===== src/rtl/fcev_ram.sv =====
// Generic single-write, single-read RAM with registered read data.
// No dependencies.
`default_nettype none

module fcev_ram #(
    parameter int WIDTH = 48,
    parameter int DEPTH = 64,
    parameter int AW    = (DEPTH > 1) ? $clog2(DEPTH) : 1
) (
    input  wire logic             clk,
    input  wire logic             we,
    input  wire logic [AW-1:0]    waddr,
    input  wire logic [WIDTH-1:0] wdata,
    input  wire logic [AW-1:0]    raddr,
    output logic      [WIDTH-1:0] rdata
);

    logic [WIDTH-1:0] mem [DEPTH];

    always_ff @(posedge clk)
    begin
        if (we)
        begin
            mem[waddr] <= wdata;
        end
        rdata <= mem[raddr];
    end

endmodule

`default_nettype wire


===== config.mk =====
export PLATFORM = sky130hd
export DESIGN_NAME = fcev_ram
export DESIGN_NICKNAME = d
export VERILOG_FILES = /design/src/rtl/fcev_ram.sv
export SDC_FILE = /design/constraint.sdc
export NUM_CORES = 2
export LEC_CHECK = 0
export BUFFER_PORTS_ARGS = -buffer_cell sky130_fd_sc_hd__buf_4
export CORE_ASPECT_RATIO = 0.6
export CORE_UTILIZATION = 45
export DETAILED_ROUTE_END_ITERATION = 12
export GPL_TIMING_DRIVEN = 0
export PLACE_DENSITY_LB_ADDON = 0.05
export SLEW_MARGIN = 20
export SYNTH_ARGS = -nofsm -noshare
export SYNTH_HDL_FRONTEND = slang
export SYNTH_SLANG_ARGS = --single-unit

===== constraint.sdc =====
create_clock -name clk -period 6.06 [get_ports clk]
set_input_delay 0.909 -clock clk [delete_from_list [all_inputs] [get_ports clk]]
set_output_delay 0.909 -clock clk [all_outputs]
set_load 0.005 [all_outputs]

==> results.toml <==
[status]
status = "finished clean"

[route]
via_per_inst = 6.50
drt_wl_total_um = 384000
routedWlPerCell_um = 41.5
wl_met2_um = 155000
ant_nets = 0
routed-wl-met3_um = 46100
drc_errors = 0
wl_met1_um = 175000
drtIter0Drc = 10900
drt-pass1-iter-count = 6
routed.top_layer = "met4"
vias = 60100

[place]
post-dp-hpwl_um = 264000
placement.io_buffers = 101
placed_cells = 8721
gp_congestion = 0.796

[sta]
finalMaxSlewViolations = 0
fin_crit_sh = 0.730
finalHoldViolCount = 0
setup-violations-final = 0
fin_crit_ns = 4.42
skew_ns = 0.0328
max_freq_mhz = 226
worst_pin_slew_ns = 1.36
rsz0062_at_grt = "false"
slew_headroom = 0.0955

[worst_setup_path]
arrival_ns = 5.10
reg2reg_depth = 5
critPathLaunchType = "input pin"
required_ns = 6.74
crit_chain = "buf_4 > buf_2 > buf_2 > nand3b_1 > clkbuf_1 > o221ai_1 > a21oi_1 > a21oi_1 > a221oi_1"
path_class = "in -> reg"
cpPeakStageDelay_ns = 0.87
critPathMaxFanout = 10
critPathCaptureType = "register"
slowest_stage = "a221oi_1"

[layout]
synthToLayoutAreaGrowth_pct = 16.8
utilization = 0.531
final_cells = 9248
drive_gt1_frac = 0.304
fin_nets = 5650

[power]
power_density_nw_per_um2 = 329
p_sw_uw = 10000
swShare = 0.222
finalPower_uw = 45000
intPower_uw = 35000
ir_drop_v = 0.000244
leakage_uw = 0.0426
power.share.clock = 0.410
p_seq_frac = 0.531
p_comb_frac = 0.059

[clocking]
clk_latency_ns = 0.88
cts_made_buffers = 294
ctsHoldBuffers = 0
cts_resized = 0
cts_sinks = 3120
cts_max_level = 5
clk_pin_slew_ns = 0.07
clk_path_buf_depth = 4
root_buffer = "clkbuf_16"
cts_tree = "built"
cts_setup_buffers = 0

[synth]
synth_edf_count = 3072
synth_adder_area_share = 0
ys_seq_area_frac = 0.796
yosysWarningCount = 0
synth_compound_area_frac = 0.0302
synth-async-reset-ratio = 0
synth_simple_gate_area_frac = 0.00957
ys_ff_latch = 3120
ys.flop_type = "edfxtp_1"
postSynthNetCount = 5032
synth_top_family_by_area = "multiplexers"
synth_xor_area_frac = 0
yosysUniqueCellTypes = 36
synthTopCellsByArea = "edfxtp_1, mux4_2, dfxtp_1"
yosysTopAreaCellShare = 0.788
synth.most_common_cell = "edfxtp_1"
synthCells = 4970
avgSynthCellArea_sq_um = 23.6
syn_area_sq_um = 117000
synth_top_cells_by_count = "edfxtp_1, mux4_2, nor2_1, o22ai_1"
synthMuxAreaShare = 0.152
synth.largest_area_cell = "edfxtp_1"

[floorplan]
ios = 110
dieArea_sq_um = 262000
core-area_sq_um = 258000
start_util = 0.455
dieWidth_um = 661
std_cell_rows = 144
die_h_um = 397

[grt]
grt_pass1_vias = 56800
gr-total-overflow = 0
grt_pass1_wl_um = 512000
grtUsageTotal = 0.292
antenna_found_initial = 28
grt_max_degree = 65

[hold_path]
hold_class = "in -> reg"
hold_depth = 1

[run]
drv_cap = 0
==> layout make-up <==
type | count | area [sq um]
fill | 19700 | 121000
multi-input combinational | 1568 | 22900
buffer | 282 | 1530
tap | 3431 | 4290
sequential | 3120 | 93200
timing repair buffer | 322 | 5510
antenna | 11 | 27.5
clock inverter | 134 | 1180
clock buffer | 380 | 8080
==> critical path, delay by kind of cell <==
kind | cells | cell delay [ns]
and+or+nand+nor | 1 | 0.47
AOI/OAI and AO/OA | 4 | 2.18
buffers and inverters | 4 | 1.50
==> per-layer routing <==
metal  up-vias  global-route usage
li1      22800                   -
met1     33100               0.483
met2      3720               0.388
met3       460              0.0762
met4         0              0.0562
met5         -                   0
==> cell families (layout without fill, tap and decap cells) <==
kind of cell / after synthesis / in the layout
AO/OA/AOI/OAI: 486 / 486
multiplexers: 829 / 829
AND/OR/NAND/NOR: 253 / 253
other: 0 / 11
flip-flops: 3120 / 3120
buffers and inverters: 282 / 1118
==> stage by stage <==
| step | hold slack [ns] | setup slack (ns) | cell area (sq um) | setup TNS (ns) |
|---|---|---|---|---|
| final | 0.586 | 1.64 | 137000 | 0 |
| after floorplan | 0.710 | 0.866 | 117000 | 0 |
| after global routing | 0.591 | 1.57 | 137000 | 0 |
| after detailed placement | 0.994 | 0.824 | 127000 | 0 |
| after global placement | 0.949 | -5.61 | 122000 | -5415.47 |
| after CTS | 0.554 | 1.74 | 137000 | 0 |
==> sequential cells by signal, indices dropped and copies added, names as in the netlist <==
register  flops
mem        3072
rdata        48
==> placed cells by master, fill, tap and decap left out, types with 32 or more instances in the layout <==
master,instances
a22oi_1,72
nor2_1,70
buf_16,78
mux2i_1,63
mux4_2,754
a22o_1,57
buf_4,179
clkinv_2,51
nor2_4,62
o22ai_1,122
clkbuf_16,309
a221oi_1,82
dfxtp_1,48
clkbuf_1,140
buf_12,121
a21oi_1,68
clkinv_1,52
edfxtp_1,3072
a211oi_1,32
buf_2,100
nand2_1,55
==> power by group through the flow <==
stage               registers (uW)  clock network, uW  logic (uW)
finish                       23900              18400        2650
global route                 23900              19400        2740
CTS                          23900              18600        2610
detailed placement           24400                  0        2610
global placement             24400                  0        2520
floorplan                    24400                  0        1140
==> worst paths after layout <==
path,from,end,slack [ns]
worst min-delay path,wdata[47],mem[42][47]$_DFFE_PP_,0.59
worst max register to register,mem[40][45]$_DFFE_PP_,rdata[45]$_DFF_P_,3.06
worst max-delay path,raddr[3],rdata[41]$_DFF_P_,1.64
worst min register to register,mem[59][33]$_DFFE_PP_,rdata[33]$_DFF_P_,0.99
(Power assumes the default switching activity.)
